**config.mk**
```make
export PLATFORM = sky130hd
export DESIGN_NAME = wtg_queue
export DESIGN_NICKNAME = d
export VERILOG_FILES = /design/src/hw/rtl/waveform_tone_generator_assert.svh /design/src/hw/rtl/wtg_pkg.sv /design/src/hw/rtl/wtg_queue.sv
export SDC_FILE = /design/constraint.sdc
export NUM_CORES = 1
export LEC_CHECK = 0
export ABC_AREA = 1
export BUFFER_PORTS_ARGS = -buffer_cell sky130_fd_sc_hd__buf_4
export CAP_MARGIN = 20
export CORE_MARGIN = 2
export CORE_UTILIZATION = 35
export CTS_CLUSTER_SIZE = 12
export DETAILED_ROUTE_END_ITERATION = 8
export GPL_ROUTABILITY_DRIVEN = 0
export HOLD_SLACK_MARGIN = 0.1
export SLEW_MARGIN = 20
export SYNTH_ARGS = -nofsm -noshare
export SYNTH_HDL_FRONTEND = slang
export SYNTH_SLANG_ARGS = --single-unit
```
**constraint.sdc**
```tcl
create_clock -name i_clk -period 5.4 [get_ports i_clk]
set_clock_uncertainty 0.1 [all_clocks]
set_input_delay 0.81 -clock i_clk [delete_from_list [all_inputs] [get_ports i_clk]]
set_output_delay 0.81 -clock i_clk [all_outputs]
set_load 0.05 [all_outputs]
```
**src/hw/rtl/waveform_tone_generator_assert.svh**
```systemverilog
// Assertion macros used by the tone generator top level.
`ifndef WAVEFORM_TONE_GENERATOR_ASSERT_SVH
`define WAVEFORM_TONE_GENERATOR_ASSERT_SVH

// The consequent must hold in the same cycle as the antecedent.
`define WTG_ASSERT_NOW(label, clk, rst_n, cond, expr) \
    label: assert property (@(posedge clk) disable iff (!rst_n) (cond) |-> (expr)) \
        else $error("tone generator check failed");

// The consequent must hold in the cycle after the antecedent.
`define WTG_ASSERT_NEXT(label, clk, rst_n, cond, expr) \
    label: assert property (@(posedge clk) disable iff (!rst_n) (cond) |=> (expr)) \
        else $error("tone generator check failed");

`endif

```
**src/hw/rtl/wtg_pkg.sv**
```systemverilog
// Types, constants and the sine table of the tone generator.
package wtg_pkg;

    localparam int SAMPLE_RATE      = 44100;
    localparam int SINE_TABLE_DEPTH = 256;
    localparam int SINE_IDX_W       = $clog2(SINE_TABLE_DEPTH);
    localparam int SINE_ADDR_W      = SINE_IDX_W + 1;

    localparam int OP_W       = 2;
    localparam int FREQ_W     = 16;
    localparam int VOL_W      = 8;
    localparam int SHAPE_W    = 3;
    localparam int DUR_W      = 16;
    localparam int SAMPLE_W   = 14;
    localparam int PHASE_W    = 32;
    localparam int COUNT_W    = 22;
    localparam int NOISE_W    = 32;
    localparam int WAVE_W     = 18;
    localparam int MAG_W      = 16;
    localparam int ROM_W      = 16;

    localparam int QUEUE_DEPTH = 8;
    localparam int QUEUE_IDX_W = $clog2(QUEUE_DEPTH);
    localparam int QUEUE_CNT_W = $clog2(QUEUE_DEPTH + 1);

    localparam logic [OP_W-1:0] OP_TICK  = 2'd0;
    localparam logic [OP_W-1:0] OP_START = 2'd1;
    localparam logic [OP_W-1:0] OP_STOP  = 2'd2;

    localparam logic [SHAPE_W-1:0] SHAPE_SQUARE   = 3'd0;
    localparam logic [SHAPE_W-1:0] SHAPE_TRIANGLE = 3'd1;
    localparam logic [SHAPE_W-1:0] SHAPE_SAW      = 3'd2;
    localparam logic [SHAPE_W-1:0] SHAPE_SINE     = 3'd3;
    localparam logic [SHAPE_W-1:0] SHAPE_NOISE    = 3'd4;

    localparam logic [COUNT_W-1:0] COUNT_MAX  = {COUNT_W{1'b1}};
    localparam logic [NOISE_W-1:0] NOISE_SEED = 32'h0123_4567;
    localparam int NOISE_SHL_A = 13;
    localparam int NOISE_SHR_B = 17;
    localparam int NOISE_SHL_C = 5;

    localparam logic signed [WAVE_W-1:0] WAVE_FULL = 18'sd32768;

    // Phase step: freq * 2^32 / rate = freq * base + (freq * rem) / rate.
    localparam logic [63:0] PHASE_ONE   = 64'd1 << PHASE_W;
    localparam logic [63:0] STEP_BASE   = PHASE_ONE / SAMPLE_RATE;
    localparam logic [63:0] STEP_REM    = PHASE_ONE % SAMPLE_RATE;
    localparam int RATE_W      = $clog2(SAMPLE_RATE + 1);
    localparam int STEP_BASE_W = $clog2(STEP_BASE + 1);
    localparam int STEP_HI_W   = FREQ_W + STEP_BASE_W;
    localparam int STEP_X_W    = FREQ_W + RATE_W;
    localparam logic [63:0] STEP_RCP = (64'd1 << STEP_X_W) / SAMPLE_RATE;
    localparam int STEP_RCP_W  = $clog2(STEP_RCP + 1);
    localparam int STEP_PX_W   = STEP_X_W + STEP_RCP_W;

    // Sample count: dur * rate / 1000 = dur * base + (dur * rem) / 1000.
    localparam int MS_PER_S    = 1000;
    localparam int MS_W        = $clog2(MS_PER_S + 1);
    localparam int CNT_BASE    = SAMPLE_RATE / MS_PER_S;
    localparam int CNT_REM     = SAMPLE_RATE % MS_PER_S;
    localparam int CNT_BASE_W  = $clog2(CNT_BASE + 1);
    localparam int CNT_FULL_W  = DUR_W + CNT_BASE_W + 1;
    localparam int CNT_Y_W     = DUR_W + MS_W;
    localparam logic [63:0] CNT_RCP = (64'd1 << CNT_Y_W) / MS_PER_S;
    localparam int CNT_RCP_W   = $clog2(CNT_RCP + 1);
    localparam int CNT_PY_W    = CNT_Y_W + CNT_RCP_W;

    // Gain: (|w| * vol + 510) / 1020 as one exact reciprocal multiply.
    localparam int GAIN_DIV     = 1020;
    localparam int SCALE_SHIFT  = 34;
    localparam logic [63:0] SCALE_RCP =
        ((64'd1 << SCALE_SHIFT) + GAIN_DIV - 1) / GAIN_DIV;
    localparam int SCALE_RCP_W  = $clog2(SCALE_RCP + 1);
    localparam int GMUL_W       = VOL_W + SCALE_RCP_W;
    localparam int SCALE_PROD_W = MAG_W + GMUL_W;
    localparam int SCALE_Q_W    = SCALE_PROD_W - SCALE_SHIFT;
    localparam logic [63:0] SCALE_BIAS = (GAIN_DIV / 2) * SCALE_RCP;
    localparam int SAMPLE_POS_LIM = 8191;
    localparam int SAMPLE_NEG_LIM = 8192;
    localparam logic signed [SAMPLE_W-1:0] SAMPLE_MAX = 14'sd8191;
    localparam logic signed [SAMPLE_W-1:0] SAMPLE_MIN = -14'sd8192;

    localparam logic [63:0] HALF_PI_Q30 = 64'd1686629713;
    localparam logic [63:0] TAYLOR_DIV [1:8] = '{64'd6, 64'd20, 64'd42, 64'd72,
                                                 64'd110, 64'd156, 64'd210, 64'd272};

    typedef struct packed {
        logic [OP_W-1:0]    op;
        logic [FREQ_W-1:0]  frequency;
        logic [VOL_W-1:0]   volume;
        logic [SHAPE_W-1:0] waveform;
        logic [DUR_W-1:0]   duration_ms;
    } t_in_beat;

    typedef struct packed {
        logic signed [SAMPLE_W-1:0] sample;
        logic                       tone_finished;
        logic                       tone_active;
    } t_out_beat;

    typedef struct packed {
        logic [OP_W-1:0]    op;
        logic [SHAPE_W-1:0] shape;
        logic [GMUL_W-1:0]  gmul;
        logic [PHASE_W-1:0] step;
        logic [COUNT_W-1:0] count;
        logic               endless;
    } t_cmd;

    typedef struct packed {
        logic not_empty;
        logic full;
    } t_q_status;

    typedef logic [ROM_W-1:0] t_sine_rom [0:SINE_TABLE_DEPTH];

    // Quarter-wave table: Q30 Taylor series, rounded half up to Q15.
    function automatic t_sine_rom build_sine_rom();
        t_sine_rom          rom;
        logic [63:0]        x;
        logic [63:0]        term;
        logic signed [63:0] sum;
        for (int i = 0; i <= SINE_TABLE_DEPTH; i++) begin
            x    = (HALF_PI_Q30 * 64'(i)) / SINE_TABLE_DEPTH;
            term = x;
            sum  = signed'(x);
            for (int k = 1; k <= 8; k++) begin
                term = (term * x) >> 30;
                term = (term * x) >> 30;
                term = term / TAYLOR_DIV[k];
                if (k % 2 == 1) begin
                    sum = sum - signed'(term);
                end else begin
                    sum = sum + signed'(term);
                end
            end
            if (sum < 0) begin
                sum = '0;
            end
            rom[i] = ROM_W'((64'(sum) + 64'd16384) >> 15);
        end
        return rom;
    endfunction

    localparam t_sine_rom SINE_ROM = build_sine_rom();

endpackage

```
**src/hw/rtl/wtg_queue.sv**
```systemverilog
// Command queue between the front end and the tone engine.
module wtg_queue (
    input  logic               i_clk,
    input  logic               i_rst_n,
    input  logic               i_push,
    input  wtg_pkg::t_cmd      i_cmd,
    input  logic               i_pop,
    output wtg_pkg::t_cmd      o_cmd,
    output wtg_pkg::t_q_status o_status
);
    import wtg_pkg::*;

    t_cmd                   r_mem [QUEUE_DEPTH];
    logic [QUEUE_IDX_W-1:0] r_wr;
    logic [QUEUE_IDX_W-1:0] r_rd;
    logic [QUEUE_CNT_W-1:0] r_cnt;

    always_ff @(posedge i_clk) begin
        if (i_push) begin
            r_mem[r_wr] <= i_cmd;
        end
    end

    always_ff @(posedge i_clk) begin
        if (!i_rst_n) begin
            r_wr  <= '0;
            r_rd  <= '0;
            r_cnt <= '0;
        end else begin
            if (i_push) begin
                r_wr <= r_wr + 1'b1;
            end
            if (i_pop) begin
                r_rd <= r_rd + 1'b1;
            end
            if (i_push && !i_pop) begin
                r_cnt <= r_cnt + 1'b1;
            end else if (!i_push && i_pop) begin
                r_cnt <= r_cnt - 1'b1;
            end
        end
    end

    assign o_cmd              = r_mem[r_rd];
    assign o_status.not_empty = (r_cnt != '0);
    assign o_status.full      = (r_cnt == QUEUE_CNT_W'(QUEUE_DEPTH));

endmodule

```
# Word-level counts from Yosys, hierarchy flattened
# Memories as Yosys holds them, arrays and structs flattened. A register that Yosys moved wholly into a read port is not among the register bits.
# Index checks and enable logic that the tools add are counted.
totals:
  ff_bits: 10
  mem_bits_rw: 744
  input_bits: 97
  elab_cells: 21
  mem_count: 1
memory_table:
  columns: ["memory", "words", "width", "rd", "rd_clocked_by_memory_dff", "write_ports", "line", "rtl"]
  rows:
  - ["r_mem", 8, 93, 1, 1, 1, "wtg_queue.sv:13", "t_cmd r_mem [QUEUE_DEPTH];"]
classes:
  addsub: 4
  n_eq_ne: 1
  n_mux: 6
  reduce_logical: 6
op_table:
  columns: ["operator", "n"]
  rows:
  - ["4-bit 2-to-1 mux", 2]
  - ["3-bit by 1-bit adder with 3-bit output, second input constant", 2]
  - ["3-bit 2-to-1 mux", 2]
  - ["4-bit by 1-bit adder with 4-bit output, second input constant", 1]
  - ["4-bit equality test, second input constant", 1]
  - ["4-bit nonzero test", 1]
  - ["4-bit by 1-bit subtractor with 4-bit output, second input constant", 1]
  - ["1-bit logical AND", 2]
  - ["1-bit zero test", 2]
  - ["1-bit 2-to-1 mux", 2]
  - ["2-bit nonzero test", 1]

# Longest topological paths before layout
depth:
  ltp_word: 4
  depth_mapped: 11
  depth_no_buf: 11

# Least setup slack after synthesis
# Ideal clock, no wire load.
synth_path:
  path_kind: "input port to flip-flop"
  from: "in i_push"
  to: "mem r_mem[0][0] (netlist name), enable pin"
  arrival_ns: 5.053
  t_required_ns: 4.755
  setup_slack_ns: -0.298
  cell_stages: 3
  path_cell_list: "inv_1 or2_2 nor2_1"
synth_between:
  elab_chain_cells: 2
synth_rtl:
  columns: ["item", "line", "rtl"]
  rows:
  - ["start, declared", "wtg_queue.sv:5", "input logic i_push,"]
  - ["1-bit 2-to-1 mux", "wtg_queue.sv:19", "if (i_push) begin"]
  - ["1-bit 2-to-1 mux (not written as such)", "wtg_queue.sv:20", "r_mem[r_wr] <= i_cmd;"]
  - ["end, declared", "wtg_queue.sv:13", null]
# Every way passes these cells.

==> impl_metrics.py <==
metrics = {
    "outcome": {
        "outcome": "finished, final reports clean",
    },
    "timing": {
        "period_needed_ps": 4200,
        "slew_headroom": 0.263,
        "fmax_mhz": 238,
        "worst_pin_slew_ps": 1110,
        "setup_viol": 0,
        "min_period_over_period": 0.777,
        "slew_viol_final": 0,
        "hold_viol": 0,
        "fin_ws_ps": 1200,
        "rsz0062_at_grt": "false",
    },
    "setup_path": {
        "critPathKind": "reg2out",
        "critPathMaxFanout": 77,
        "end_kind": "primary output",
        "critical_path.startpoint_type": "flip-flop",
        "required_ps": 4490,
        "critPathArrivalTime_ps": 3290,
    },
    "layout": {
        "regArea_um2": 22600,
        "nFillCells": 7945,
        "nNetsFinal": 2824,
        "final_core_util": 0.413,
        "drive_above_1_share": 0.121,
        "multi_input_area_um2": 6790,
        "design_area_um2": 35200,
        "area_growth_pct": 17.0,
    },
    "floorplanning": {
        "die_x_um": 297,
        "core_area_um2": 85100,
        "rows": 107,
        "initial_core_util": 0.353,
        "die_h_um": 297,
        "io_pins": 192,
        "dieArea_um2": 88300,
    },
    "clocking": {
        "postCtsSetupBuffers": 0,
        "cts.repair.resized": 0,
        "clk_latency_ps": 600,
        "cts_tree": "yes",
        "cts_hold_buffers": 0,
        "path_clk_slew_ps": 60,
        "clock_path_buffers": 3,
        "cts_buffers": 82,
        "clock_sinks": 757,
        "cts-root-buf": "clkbuf_16",
        "cts_max_level": 3,
    },
    "detailed_routing": {
        "drc": 0,
        "viasPerCell": 4.73,
        "wl_per_cell_um": 18.4,
        "ant_nets": 0,
        "vias": 18600,
        "drtIter0Drc": 1546,
        "wl_um": 72100,
        "dr.pass1.iters": 5,
    },
    "synthesis": {
        "synth_cells": 2557,
        "yosysWarnings": 0,
        "yosysUniqueCellTypes": 21,
        "syn_area_per_cell_um2": 11.8,
        "synth-seq-area-share": 0.751,
        "syn_nets": 2660,
        "ys_ff_latch": 757,
        "synth_area_um2": 30100,
    },
    "place": {
        "dp_hpwl_um": 35600,
        "numPortBuffers": 191,
        "post-place-ws_ps": 1810,
        "place_area_um2": 32700,
    },
    "global_routing": {
        "track_usage": 0.161,
        "grt_max_degree": 157,
        "gr-usage-met2": 0.257,
        "grt.overflow.total": 0,
        "grt_pass1_vias": 18200,
        "grt_use_met1": 0.222,
        "grt-busiest-layer": "met2",
        "grt_pass1_wl_um": 109000,
        "grt_util_met3": 0.0331,
        "antenna_found_initial": 6,
    },
    "flow_run": {
        "max-cap-violations": 0,
    },
    "power_and_ir_drop": {
        "power.density_nw_per_um2": 387,
        "ir_drop_mv": 0.225,
        "leakage_nw": 12.7,
    },
    "hold_path": {
        "worstHoldPathType": "in2reg",
    },
}
[flip-flops by register name, indices dropped and copies added, names as in the netlist, named ones only]
register,flops
r_cnt,4
r_mem,744
r_wr,3
r_rd,3
[synthesized netlist by cell type]
cell        n  area (um2)
buf_4       1        7.51
buf_6       9         101
buf_1      10        37.5
or2_2       2        12.5
nor2_1    762        2860
clkbuf_1   55         206
ha_1        5        62.6
nand2_1   481        1810
o21ai_0   213        1070
a21oi_1     6        30.0
fa_1        1        20.0
xor2_1      2        17.5
nand3_1     4        20.0
nor4_1      1        6.26
dfxtp_1    13         260
o21ai_1   164         821
inv_1      13        48.8
edfxtp_1  744       22300
buf_2      68         340
inv_2       2        7.51
xnor2_1     1        8.76
[metrics by stage]
step | total power [mW] | std cells | setup TNS (ps) | hold WS (ps)
floorplan | 8.00 | 2557 | -110800 | 369
global placement | 8.60 | 3779 | 0 | 381
detailed placement | 8.61 | 3780 | 0 | 393
CTS | 13.8 | 3922 | 0 | 277
global route | 14.1 | 3923 | 0 | 301
finish | 13.6 | 3925 | 0 | 322
[critical path, cell delays in order (launching register included)]
cell	delay, ps
dfxtp_4	890
inv_6	460
buf_4	430
nor2_1	150
o21ai_0	100
nand2_1	110
nand2_1	50
nand2_1	150
buf_4	220
[layer usage]
metal | wire length [um] | vias to the layer above
met5 | 74 | -
met4 | 1340 | 12
met3 | 4140 | 108
met2 | 33400 | 424
met1 | 33100 | 8949
li1 | - | 9077
[cell type report]
| class | count | share of cell area |
|---|---|---|
| antenna | 2 | 0.000142 |
| clock buffer | 116 | 0.0631 |
| clock inverter | 26 | 0.00629 |
| inverter | 15 | 0.00203 |
| multi-input combinational | 1642 | 0.193 |
| sequential | 757 | 0.643 |
| tap | 1144 | 0.0407 |
| timing repair buffer | 223 | 0.0522 |
[power breakdown]
group	leakage (nW)	switching, mW	internal (mW)
clock	1.17	2.19	2.96
sequential	6.87	0.0586	6.60
combinational	4.71	1.31	0.498
[worst paths after layout]
path                  end      start  slack, ps  depth (start not counted)
min          r_mem[2][14]  i_cmd[14]        320                          1
max reg2reg  r_mem[0][72]    r_wr[0]       3060                          4
min reg2reg       r_wr[0]    r_wr[0]        400                          2
max             o_cmd[24]  flip-flop       1200                          8
[cells in the final DEF, fill, tap and decap left out, drive strengths merged]
master	count
a21oi	6
buf	223
bufinv	2
clkbuf	116
clkinv	20
clkinvlp	3
dfxtp	13
diode	2
edfxtp	744
fa	1
ha	5
inv	16
nand2	481
nand3	4
nor2	762
nor4	1
o21ai	377
or2	2
xnor2	1
xor2	2
[kinds of logic after synthesis]
family | Yosys count | share of synthesized area
and+or+nand+nor | 1250 | 0.156
DFF | 757 | 0.751
AOI/OAI and AO/OA | 383 | 0.0637
buffers and inverters | 158 | 0.0249
adders and majority gates | 6 | 0.00275
xor gates and xnor gates | 3 | 0.000874
Power figures use the tool's default switching activity.
