$ cat src/hw/rtl/waveform_tone_generator_assert.svh
// Assertion macros used by the tone generator top level.
`ifndef WAVEFORM_TONE_GENERATOR_ASSERT_SVH
`define WAVEFORM_TONE_GENERATOR_ASSERT_SVH

// The consequent must hold in the same cycle as the antecedent.
`define WTG_ASSERT_NOW(label, clk, rst_n, cond, expr) \
    label: assert property (@(posedge clk) disable iff (!rst_n) (cond) |-> (expr)) \
        else $error("tone generator check failed");

// The consequent must hold in the cycle after the antecedent.
`define WTG_ASSERT_NEXT(label, clk, rst_n, cond, expr) \
    label: assert property (@(posedge clk) disable iff (!rst_n) (cond) |=> (expr)) \
        else $error("tone generator check failed");

`endif

$ cat src/hw/rtl/wtg_pkg.sv
// Types, constants and the sine table of the tone generator.
package wtg_pkg;

    localparam int SAMPLE_RATE      = 44100;
    localparam int SINE_TABLE_DEPTH = 256;
    localparam int SINE_IDX_W       = $clog2(SINE_TABLE_DEPTH);
    localparam int SINE_ADDR_W      = SINE_IDX_W + 1;

    localparam int OP_W       = 2;
    localparam int FREQ_W     = 16;
    localparam int VOL_W      = 8;
    localparam int SHAPE_W    = 3;
    localparam int DUR_W      = 16;
    localparam int SAMPLE_W   = 14;
    localparam int PHASE_W    = 32;
    localparam int COUNT_W    = 22;
    localparam int NOISE_W    = 32;
    localparam int WAVE_W     = 18;
    localparam int MAG_W      = 16;
    localparam int ROM_W      = 16;

    localparam int QUEUE_DEPTH = 8;
    localparam int QUEUE_IDX_W = $clog2(QUEUE_DEPTH);
    localparam int QUEUE_CNT_W = $clog2(QUEUE_DEPTH + 1);

    localparam logic [OP_W-1:0] OP_TICK  = 2'd0;
    localparam logic [OP_W-1:0] OP_START = 2'd1;
    localparam logic [OP_W-1:0] OP_STOP  = 2'd2;

    localparam logic [SHAPE_W-1:0] SHAPE_SQUARE   = 3'd0;
    localparam logic [SHAPE_W-1:0] SHAPE_TRIANGLE = 3'd1;
    localparam logic [SHAPE_W-1:0] SHAPE_SAW      = 3'd2;
    localparam logic [SHAPE_W-1:0] SHAPE_SINE     = 3'd3;
    localparam logic [SHAPE_W-1:0] SHAPE_NOISE    = 3'd4;

    localparam logic [COUNT_W-1:0] COUNT_MAX  = {COUNT_W{1'b1}};
    localparam logic [NOISE_W-1:0] NOISE_SEED = 32'h0123_4567;
    localparam int NOISE_SHL_A = 13;
    localparam int NOISE_SHR_B = 17;
    localparam int NOISE_SHL_C = 5;

    localparam logic signed [WAVE_W-1:0] WAVE_FULL = 18'sd32768;

    // Phase step: freq * 2^32 / rate = freq * base + (freq * rem) / rate.
    localparam logic [63:0] PHASE_ONE   = 64'd1 << PHASE_W;
    localparam logic [63:0] STEP_BASE   = PHASE_ONE / SAMPLE_RATE;
    localparam logic [63:0] STEP_REM    = PHASE_ONE % SAMPLE_RATE;
    localparam int RATE_W      = $clog2(SAMPLE_RATE + 1);
    localparam int STEP_BASE_W = $clog2(STEP_BASE + 1);
    localparam int STEP_HI_W   = FREQ_W + STEP_BASE_W;
    localparam int STEP_X_W    = FREQ_W + RATE_W;
    localparam logic [63:0] STEP_RCP = (64'd1 << STEP_X_W) / SAMPLE_RATE;
    localparam int STEP_RCP_W  = $clog2(STEP_RCP + 1);
    localparam int STEP_PX_W   = STEP_X_W + STEP_RCP_W;

    // Sample count: dur * rate / 1000 = dur * base + (dur * rem) / 1000.
    localparam int MS_PER_S    = 1000;
    localparam int MS_W        = $clog2(MS_PER_S + 1);
    localparam int CNT_BASE    = SAMPLE_RATE / MS_PER_S;
    localparam int CNT_REM     = SAMPLE_RATE % MS_PER_S;
    localparam int CNT_BASE_W  = $clog2(CNT_BASE + 1);
    localparam int CNT_FULL_W  = DUR_W + CNT_BASE_W + 1;
    localparam int CNT_Y_W     = DUR_W + MS_W;
    localparam logic [63:0] CNT_RCP = (64'd1 << CNT_Y_W) / MS_PER_S;
    localparam int CNT_RCP_W   = $clog2(CNT_RCP + 1);
    localparam int CNT_PY_W    = CNT_Y_W + CNT_RCP_W;

    // Gain: (|w| * vol + 510) / 1020 as one exact reciprocal multiply.
    localparam int GAIN_DIV     = 1020;
    localparam int SCALE_SHIFT  = 34;
    localparam logic [63:0] SCALE_RCP =
        ((64'd1 << SCALE_SHIFT) + GAIN_DIV - 1) / GAIN_DIV;
    localparam int SCALE_RCP_W  = $clog2(SCALE_RCP + 1);
    localparam int GMUL_W       = VOL_W + SCALE_RCP_W;
    localparam int SCALE_PROD_W = MAG_W + GMUL_W;
    localparam int SCALE_Q_W    = SCALE_PROD_W - SCALE_SHIFT;
    localparam logic [63:0] SCALE_BIAS = (GAIN_DIV / 2) * SCALE_RCP;
    localparam int SAMPLE_POS_LIM = 8191;
    localparam int SAMPLE_NEG_LIM = 8192;
    localparam logic signed [SAMPLE_W-1:0] SAMPLE_MAX = 14'sd8191;
    localparam logic signed [SAMPLE_W-1:0] SAMPLE_MIN = -14'sd8192;

    localparam logic [63:0] HALF_PI_Q30 = 64'd1686629713;
    localparam logic [63:0] TAYLOR_DIV [1:8] = '{64'd6, 64'd20, 64'd42, 64'd72,
                                                 64'd110, 64'd156, 64'd210, 64'd272};

    typedef struct packed {
        logic [OP_W-1:0]    op;
        logic [FREQ_W-1:0]  frequency;
        logic [VOL_W-1:0]   volume;
        logic [SHAPE_W-1:0] waveform;
        logic [DUR_W-1:0]   duration_ms;
    } t_in_beat;

    typedef struct packed {
        logic signed [SAMPLE_W-1:0] sample;
        logic                       tone_finished;
        logic                       tone_active;
    } t_out_beat;

    typedef struct packed {
        logic [OP_W-1:0]    op;
        logic [SHAPE_W-1:0] shape;
        logic [GMUL_W-1:0]  gmul;
        logic [PHASE_W-1:0] step;
        logic [COUNT_W-1:0] count;
        logic               endless;
    } t_cmd;

    typedef struct packed {
        logic not_empty;
        logic full;
    } t_q_status;

    typedef logic [ROM_W-1:0] t_sine_rom [0:SINE_TABLE_DEPTH];

    // Quarter-wave table: Q30 Taylor series, rounded half up to Q15.
    function automatic t_sine_rom build_sine_rom();
        t_sine_rom          rom;
        logic [63:0]        x;
        logic [63:0]        term;
        logic signed [63:0] sum;
        for (int i = 0; i <= SINE_TABLE_DEPTH; i++) begin
            x    = (HALF_PI_Q30 * 64'(i)) / SINE_TABLE_DEPTH;
            term = x;
            sum  = signed'(x);
            for (int k = 1; k <= 8; k++) begin
                term = (term * x) >> 30;
                term = (term * x) >> 30;
                term = term / TAYLOR_DIV[k];
                if (k % 2 == 1) begin
                    sum = sum - signed'(term);
                end else begin
                    sum = sum + signed'(term);
                end
            end
            if (sum < 0) begin
                sum = '0;
            end
            rom[i] = ROM_W'((64'(sum) + 64'd16384) >> 15);
        end
        return rom;
    endfunction

    localparam t_sine_rom SINE_ROM = build_sine_rom();

endpackage

$ cat src/hw/rtl/wtg_front.sv
// Front end: accepts input beats and works out phase step, count and gain.
module wtg_front (
    input  logic              i_clk,
    input  logic              i_rst_n,
    input  logic              i_in_valid,
    input  wtg_pkg::t_in_beat i_in_beat,
    output logic              o_in_ready,
    input  logic              i_pop,
    output logic              o_push,
    output wtg_pkg::t_cmd     o_cmd
);
    import wtg_pkg::*;

    logic                   w_accept;
    logic [QUEUE_CNT_W-1:0] r_used;
    logic [QUEUE_CNT_W-1:0] n_used;

    logic                   r_s1_valid;
    logic [OP_W-1:0]        r_s1_op;
    logic [SHAPE_W-1:0]     r_s1_shape;
    logic [STEP_HI_W-1:0]   r_s1_base;
    logic [STEP_X_W-1:0]    r_s1_x;
    logic [CNT_FULL_W-1:0]  r_s1_cb;
    logic [CNT_Y_W-1:0]     r_s1_y;
    logic [GMUL_W-1:0]      r_s1_gmul;

    logic                   r_s2_valid;
    logic [OP_W-1:0]        r_s2_op;
    logic [SHAPE_W-1:0]     r_s2_shape;
    logic [STEP_HI_W-1:0]   r_s2_base;
    logic [STEP_X_W-1:0]    r_s2_x;
    logic [STEP_PX_W-1:0]   r_s2_px;
    logic [CNT_FULL_W-1:0]  r_s2_cb;
    logic [CNT_Y_W-1:0]     r_s2_y;
    logic [CNT_PY_W-1:0]    r_s2_py;
    logic [GMUL_W-1:0]      r_s2_gmul;

    logic                   r_s3_valid;
    logic [OP_W-1:0]        r_s3_op;
    logic [SHAPE_W-1:0]     r_s3_shape;
    logic [STEP_HI_W-1:0]   r_s3_base;
    logic [STEP_X_W-1:0]    r_s3_x;
    logic [STEP_RCP_W-1:0]  r_s3_qx;
    logic [STEP_X_W-1:0]    r_s3_qdx;
    logic [CNT_FULL_W-1:0]  r_s3_cb;
    logic [CNT_Y_W-1:0]     r_s3_y;
    logic [CNT_RCP_W-1:0]   r_s3_qy;
    logic [CNT_Y_W-1:0]     r_s3_qdy;
    logic [GMUL_W-1:0]      r_s3_gmul;

    logic [STEP_RCP_W-1:0]  w_qx;
    logic [CNT_RCP_W-1:0]   w_qy;
    logic [STEP_X_W-1:0]    w_rem_x;
    logic [CNT_Y_W-1:0]     w_rem_y;
    logic                   w_fix_x;
    logic                   w_fix_y;
    logic [CNT_FULL_W-1:0]  w_count;

    assign w_accept   = i_in_valid && o_in_ready;
    assign o_in_ready = (r_used < QUEUE_CNT_W'(QUEUE_DEPTH));

    always_comb begin
        n_used = r_used;
        if (w_accept && !i_pop) begin
            n_used = r_used + 1'b1;
        end else if (!w_accept && i_pop) begin
            n_used = r_used - 1'b1;
        end
    end

    always_ff @(posedge i_clk) begin
        if (!i_rst_n) begin
            r_used     <= '0;
            r_s1_valid <= 1'b0;
            r_s2_valid <= 1'b0;
            r_s3_valid <= 1'b0;
        end else begin
            r_used     <= n_used;
            r_s1_valid <= w_accept;
            r_s2_valid <= r_s1_valid;
            r_s3_valid <= r_s2_valid;
        end
    end

    assign w_qx = r_s2_px[STEP_X_W +: STEP_RCP_W];
    assign w_qy = r_s2_py[CNT_Y_W +: CNT_RCP_W];

    always_ff @(posedge i_clk) begin
        r_s1_op    <= i_in_beat.op;
        r_s1_shape <= i_in_beat.waveform;
        r_s1_base  <= STEP_HI_W'(i_in_beat.frequency) * STEP_HI_W'(STEP_BASE);
        r_s1_x     <= STEP_X_W'(i_in_beat.frequency) * STEP_X_W'(STEP_REM);
        r_s1_cb    <= CNT_FULL_W'(i_in_beat.duration_ms) * CNT_FULL_W'(CNT_BASE);
        r_s1_y     <= CNT_Y_W'(i_in_beat.duration_ms) * CNT_Y_W'(CNT_REM);
        r_s1_gmul  <= GMUL_W'(i_in_beat.volume) * GMUL_W'(SCALE_RCP);

        r_s2_op    <= r_s1_op;
        r_s2_shape <= r_s1_shape;
        r_s2_base  <= r_s1_base;
        r_s2_x     <= r_s1_x;
        r_s2_px    <= STEP_PX_W'(r_s1_x) * STEP_PX_W'(STEP_RCP);
        r_s2_cb    <= r_s1_cb;
        r_s2_y     <= r_s1_y;
        r_s2_py    <= CNT_PY_W'(r_s1_y) * CNT_PY_W'(CNT_RCP);
        r_s2_gmul  <= r_s1_gmul;

        r_s3_op    <= r_s2_op;
        r_s3_shape <= r_s2_shape;
        r_s3_base  <= r_s2_base;
        r_s3_x     <= r_s2_x;
        r_s3_qx    <= w_qx;
        r_s3_qdx   <= STEP_X_W'(w_qx) * STEP_X_W'(SAMPLE_RATE);
        r_s3_cb    <= r_s2_cb;
        r_s3_y     <= r_s2_y;
        r_s3_qy    <= w_qy;
        r_s3_qdy   <= CNT_Y_W'(w_qy) * CNT_Y_W'(MS_PER_S);
        r_s3_gmul  <= r_s2_gmul;
    end

    // The reciprocal estimate is at most one below the true quotient.
    assign w_rem_x = r_s3_x - r_s3_qdx;
    assign w_rem_y = r_s3_y - r_s3_qdy;
    assign w_fix_x = (w_rem_x >= STEP_X_W'(SAMPLE_RATE));
    assign w_fix_y = (w_rem_y >= CNT_Y_W'(MS_PER_S));
    assign w_count = r_s3_cb + CNT_FULL_W'(r_s3_qy) + CNT_FULL_W'(w_fix_y);

    always_comb begin
        o_push        = r_s3_valid;
        o_cmd.op      = r_s3_op;
        o_cmd.shape   = r_s3_shape;
        o_cmd.gmul    = r_s3_gmul;
        o_cmd.step    = PHASE_W'(r_s3_base) + PHASE_W'(r_s3_qx) + PHASE_W'(w_fix_x);
        o_cmd.count   = (64'(w_count) > 64'(COUNT_MAX)) ? COUNT_MAX : COUNT_W'(w_count);
        o_cmd.endless = (w_count == '0);
    end

endmodule

$ cat config.mk
export PLATFORM = sky130hd
export DESIGN_NAME = wtg_front
export DESIGN_NICKNAME = d
export VERILOG_FILES = /design/src/hw/rtl/waveform_tone_generator_assert.svh /design/src/hw/rtl/wtg_pkg.sv /design/src/hw/rtl/wtg_front.sv
export SDC_FILE = /design/constraint.sdc
export NUM_CORES = 2
export LEC_CHECK = 0
export BUFFER_PORTS_ARGS = -buffer_cell sky130_fd_sc_hd__buf_2
export CAP_MARGIN = 40
export CELL_PAD_IN_SITES_DETAIL_PLACEMENT = 0
export CELL_PAD_IN_SITES_GLOBAL_PLACEMENT = 1
export CORE_MARGIN = 4
export CORE_UTILIZATION = 53
export CTS_BUF_LIST = sky130_fd_sc_hd__clkbuf_4
export CTS_CLUSTER_SIZE = 40
export DETAILED_ROUTE_END_ITERATION = 7
export GPL_ROUTABILITY_DRIVEN = 0
export PLACE_DENSITY_LB_ADDON = 0.1
export REMOVE_ABC_BUFFERS = 1
export SYNTH_ARGS = -nofsm -noshare
export SYNTH_HDL_FRONTEND = slang
export SYNTH_SLANG_ARGS = --single-unit
$ cat constraint.sdc
create_clock -name i_clk -period 7.38 [get_ports i_clk]
set_input_delay 1.476 -clock i_clk [delete_from_list [all_inputs] [get_ports i_clk]]
set_output_delay 1.476 -clock i_clk [all_outputs]
set_load 0.05 [all_outputs]
# == Yosys cells after proc, flatten, opt, wreduce, memory -nomap -nowiden ==
# Index checks and enable logic that the tools add are counted.
# classes
muxes,3
n_mul,9
add_sub_neg,8
reduce_logical,7
order_cmp,4
# ops
operator,n
$mul 29x17->46 const B,1
$mul 21x15->36 const B,1
$add 32x1->32,1
$add 32x17->32,1
$ge 32x16->1 const B,1
$mul 16x17->32 const B,1
$mul 8x24->32 const B,1
$sub 31x32->32,1
$mul 17x14->30 const B,1
$mul 16x13->29 const B,1
$ge 26x10->1 const B,1
$sub 23x26->26,1
$add 22x17->23,1
$add 23x1->23,1
$gt 23x22->1 const B,1
$logic_not 23->1,1
$mul 17x7->23 const B,1
$mux 22,1
$mul 16x5->21 const B,1
$mul 16x4->20 const B,1
$mux 4,2
$add 4x1->4 const B,1
$lt 4x4->1 const B,1
$sub 4x1->4 const B,1
other kinds (3),6
# word_totals
register_bits,597
output_inout_bits,95
word_cells,62

# == Longest topological paths before layout ==
# logic_depth
ltp_word,6
mapped_depth,26
mapped_depth_nobuf,25

# == Worst setup path before layout ==
# OpenSTA, ideal clock, no wires.
# synth_path
path_kind,register to output
start,reg r_s3_y[3]
end,out o_cmd[0] (netlist bit)
path_slack_ns,-0.696
stages_incl_launch_ff,27
required_time_ns,5.904
arrival_ns,6.600
n_path_buf,1
path_cell_list,dfxtp_1 inv_1 ha_1 fa_1 nor2b_1 o21a_1 o21ai_1 a21oi_1 a41oi_1 a21oi_1 mux2i_1 nand2_1 nor4_1 o2111ai_1 ha_1 ha_1 a21o_1 a41oi_1 nand3_1 a21o_1 and4_1 o21a_1 buf_2 nand3_2 nand2_1 a211oi_1 nor4b_1
# synth_rtl
item,line_no,source
from (decl),wtg_front.sv:46,logic [CNT_Y_W-1:0] r_s3_y;
from (signal assigned),wtg_front.sv:114,r_s3_y <= r_s2_y;
to (decl),wtg_front.sv:10,output wtg_pkg::t_cmd o_cmd

==> qor.txt <==
Status - complete, but fails checks
Failing checks - setup timing
Setup WS pre-CTS - -0.619 ns
Yosys top cell by area - fa_1
Multi-input combinational cell area - 31600 um2
WL final - 94200 um
Final Cycle Share - 1.13
DIE AREA - 89100 um2
Number of global-route vias before repair - 31200
Total core area - 83700 um2
CTS Root Buffer Type - clkbuf_4
Hold Crit Class - reg -> reg
CP peak stage delay - 0.43 ns
Commonest non-fill, non-tap cell in the layout - inv_1
WP data arrival - 6.83 ns
CP delay by family, top - compound AO/OA/AOI/OAI gates
GRT Overall Usage - 0.223
Sequential fraction of the synthesis area - 0.228
Most frequent cells in the layout - 898 x inv_1, 869 x ha_1, 578 x fa_1
Max Slew Vio Count - 0
Clk_skew - 0.0529 ns
Reg clk slew, reported paths - 0.06 ns
Final hold vios - 0
Largest net degree at the start of global routing - 17
Synth warn - 0
H-tree depth - 4
Clk Latency, worst-skew pair - 1.00 ns
Reg2Reg Depth - 19
Fillers - 7255
I/O Buffers - 142
1st-pass router iterations - 5
DRT iter0 DRCs - 1001
Reg area - 10200 um2
Crit Path Class - reg -> out
Worst-margin pin slew - 0.819 ns
Final TNS setup - -20.43 ns
Non-filler cells, final - 5838
MaxCap Viol Count - 0
Syn_area_per_cell - 10.6 um2
Mapped Area - 44700 um2
Worst Setup End Kind - output port
Synth area leaders - fa_1 26%, ha_1 24%, dfxtp_1 23%, inv_1 7.6%, xnor2_1 3.0%
Hold depth - 0
Die height - 298 um
Nets - 6105
DRC - 0
Clock sink count - 510
DP HPWL - 78600 um
RSZ-0062 raised after global routing - true
CTS tree - done
Mapped Cells - 4208
Tmin final - 8.31 ns
Antenna viol nets, final - 0
Vias per cell - 5.02
Num rows - 106
Startpoint types - flip-flop
CP max FO - 8
Top FF cell, synth - dfxtp_1
Ports - 144
Num CTS Buffers - 137
Slowest cell on crit path - fa_2
FMAX - 0.120 GHz
Bufs and invs on worst path - 6
Distinct cells, synth - 87
Req. time, crit path - 5.90 ns
Clock Tree Buf Depth - 3
Vias - 29300
Async S/R FF share, synth - 0
EDFF count, synth - 0
Area share of the largest cell type after synthesis - 0.261
Share of cells above drive strength 1 - 0.131
Final Worst Setup Slack - -0.925 ns
RR Endpoint - r_s2_px[47]$_DFF_P_
Cells after DPL - 5569
Syn-to-layout area delta - 13.0%
First-pass GRT wire length - 159000 um
Initial antenna violation count - 5
HP Start - r_s2_gmul[2]$_DFF_P_
Initial Util - 0.534
R2R Setup Slk - 0.64 ns
Grt total ovfl - 0
Wire length per cell - 16.1 um
Final setup vio count - 46
Post-synthesis register bit count - 510
Die Wd - 298 um
Most used cell, CP - buf_4
R2r startpoint - r_s1_x[11]$_DFF_P_
Max transition margin - 0.453
WHS Endpoint - r_s3_gmul[2]$_DFF_P_
==> worst max path at each step <==
stage	start	end	slack (ns)	depth (start not counted)
3_3_place_gp	r_s3_base[0]$_DFF_P_	o_cmd[47]	-0.52	29
3_5_place_dp	r_s3_base[0]$_DFF_P_	o_cmd[47]	-0.62	29
5_1_grt	r_s3_base[0]$_DFF_P_	o_cmd[47]	-1.35	30
2_1_floorplan	r_s3_y[3]$_DFF_P_	o_cmd[0]	-0.77	25
4_1_cts	r_s3_base[0]$_DFF_P_	o_cmd[47]	-1.05	30
6_report	r_s3_base[0]$_DFF_P_	o_cmd[47]	-0.93	30
==> timing repair <==
action                     in CTS  in global routing
setup buffers                  12                 12
cloned                          1                  2
gates resized for setup       147                 83
pin swaps                      61                 51
setup endpoints to repair      54                 53
hold buffers                    0                  0
==> through the flow <==
step,hold WS [ns],util,area [um2]
after floorplan,0.310,-,44600
after global placement,0.310,0.569,47600
after detailed placement,0.312,0.569,47600
after CTS,0.273,0.597,50000
after global routing,0.273,0.603,50500
final,0.286,0.603,50500
==> metal layers <==
| layer | vias up | GRT usage | wire [um] |
|---|---|---|---|
| li1 | 14600 | - | - |
| met1 | 14100 | 0.310 | 45200 |
| met2 | 445 | 0.355 | 42700 |
| met3 | 137 | 0.0441 | 4140 |
| met4 | 2 | 0.0652 | 2150 |
| met5 | - | 0 | 9 |
==> cell usage after synthesis, drive strengths merged, types with 7 or more instances <==
library cell	number
and4	8
xor2	68
dfxtp	510
nand3	62
nand2b	30
ha	874
buf	8
o31ai	8
inv	901
and2	15
a2111oi	7
a21oi	163
nand4	17
mux2i	8
xnor2	154
a21o	81
nor2b	27
o21a	28
a311oi	7
o21ai	98
fa	582
nor4	7
o21bai	35
clkbuf	12
o2111ai	10
nor2	134
nand2	121
a211oi	23
o211ai	9
a31oi	14
a31o	8
o41ai	8
nor3	46
and3	26
or3	18
==> kinds of logic after synthesis <==
kind of cell / Yosys count / share of synthesized area
compound gates: 555 / 0.0838
xor+xnor: 222 / 0.0435
fa+ha+maj: 1456 / 0.505
buf+inv: 921 / 0.0779
flops: 510 / 0.228
mux: 10 / 0.00230
other cells: 1 / 0.0000839
simple gates: 533 / 0.0588
==> layout make-up <==
cell class              instances  share of cell area
diodes                          9            0.000446
flip-flops and latches        510               0.202
inverters                     901              0.0670
multi-input cells            2777               0.627
clock buffers                 171              0.0254
well taps                    1134              0.0281
clock inverters                63             0.00855
repair buffers                273              0.0417
==> sequential cells by signal, indices dropped and copies added (netlist names), 23 cells and up <==
register	cells
r_s1_base	32
r_s1_gmul	27
r_s1_x	28
r_s2_base	32
r_s2_gmul	27
r_s2_x	28
r_s3_base	32
r_s3_gmul	27
r_s3_qdx	30
r_s3_qdy	23
r_s3_x	28
Power is not shown: default switching activity piles up to over one toggle a cycle in this logic, so the estimate is an artifact.
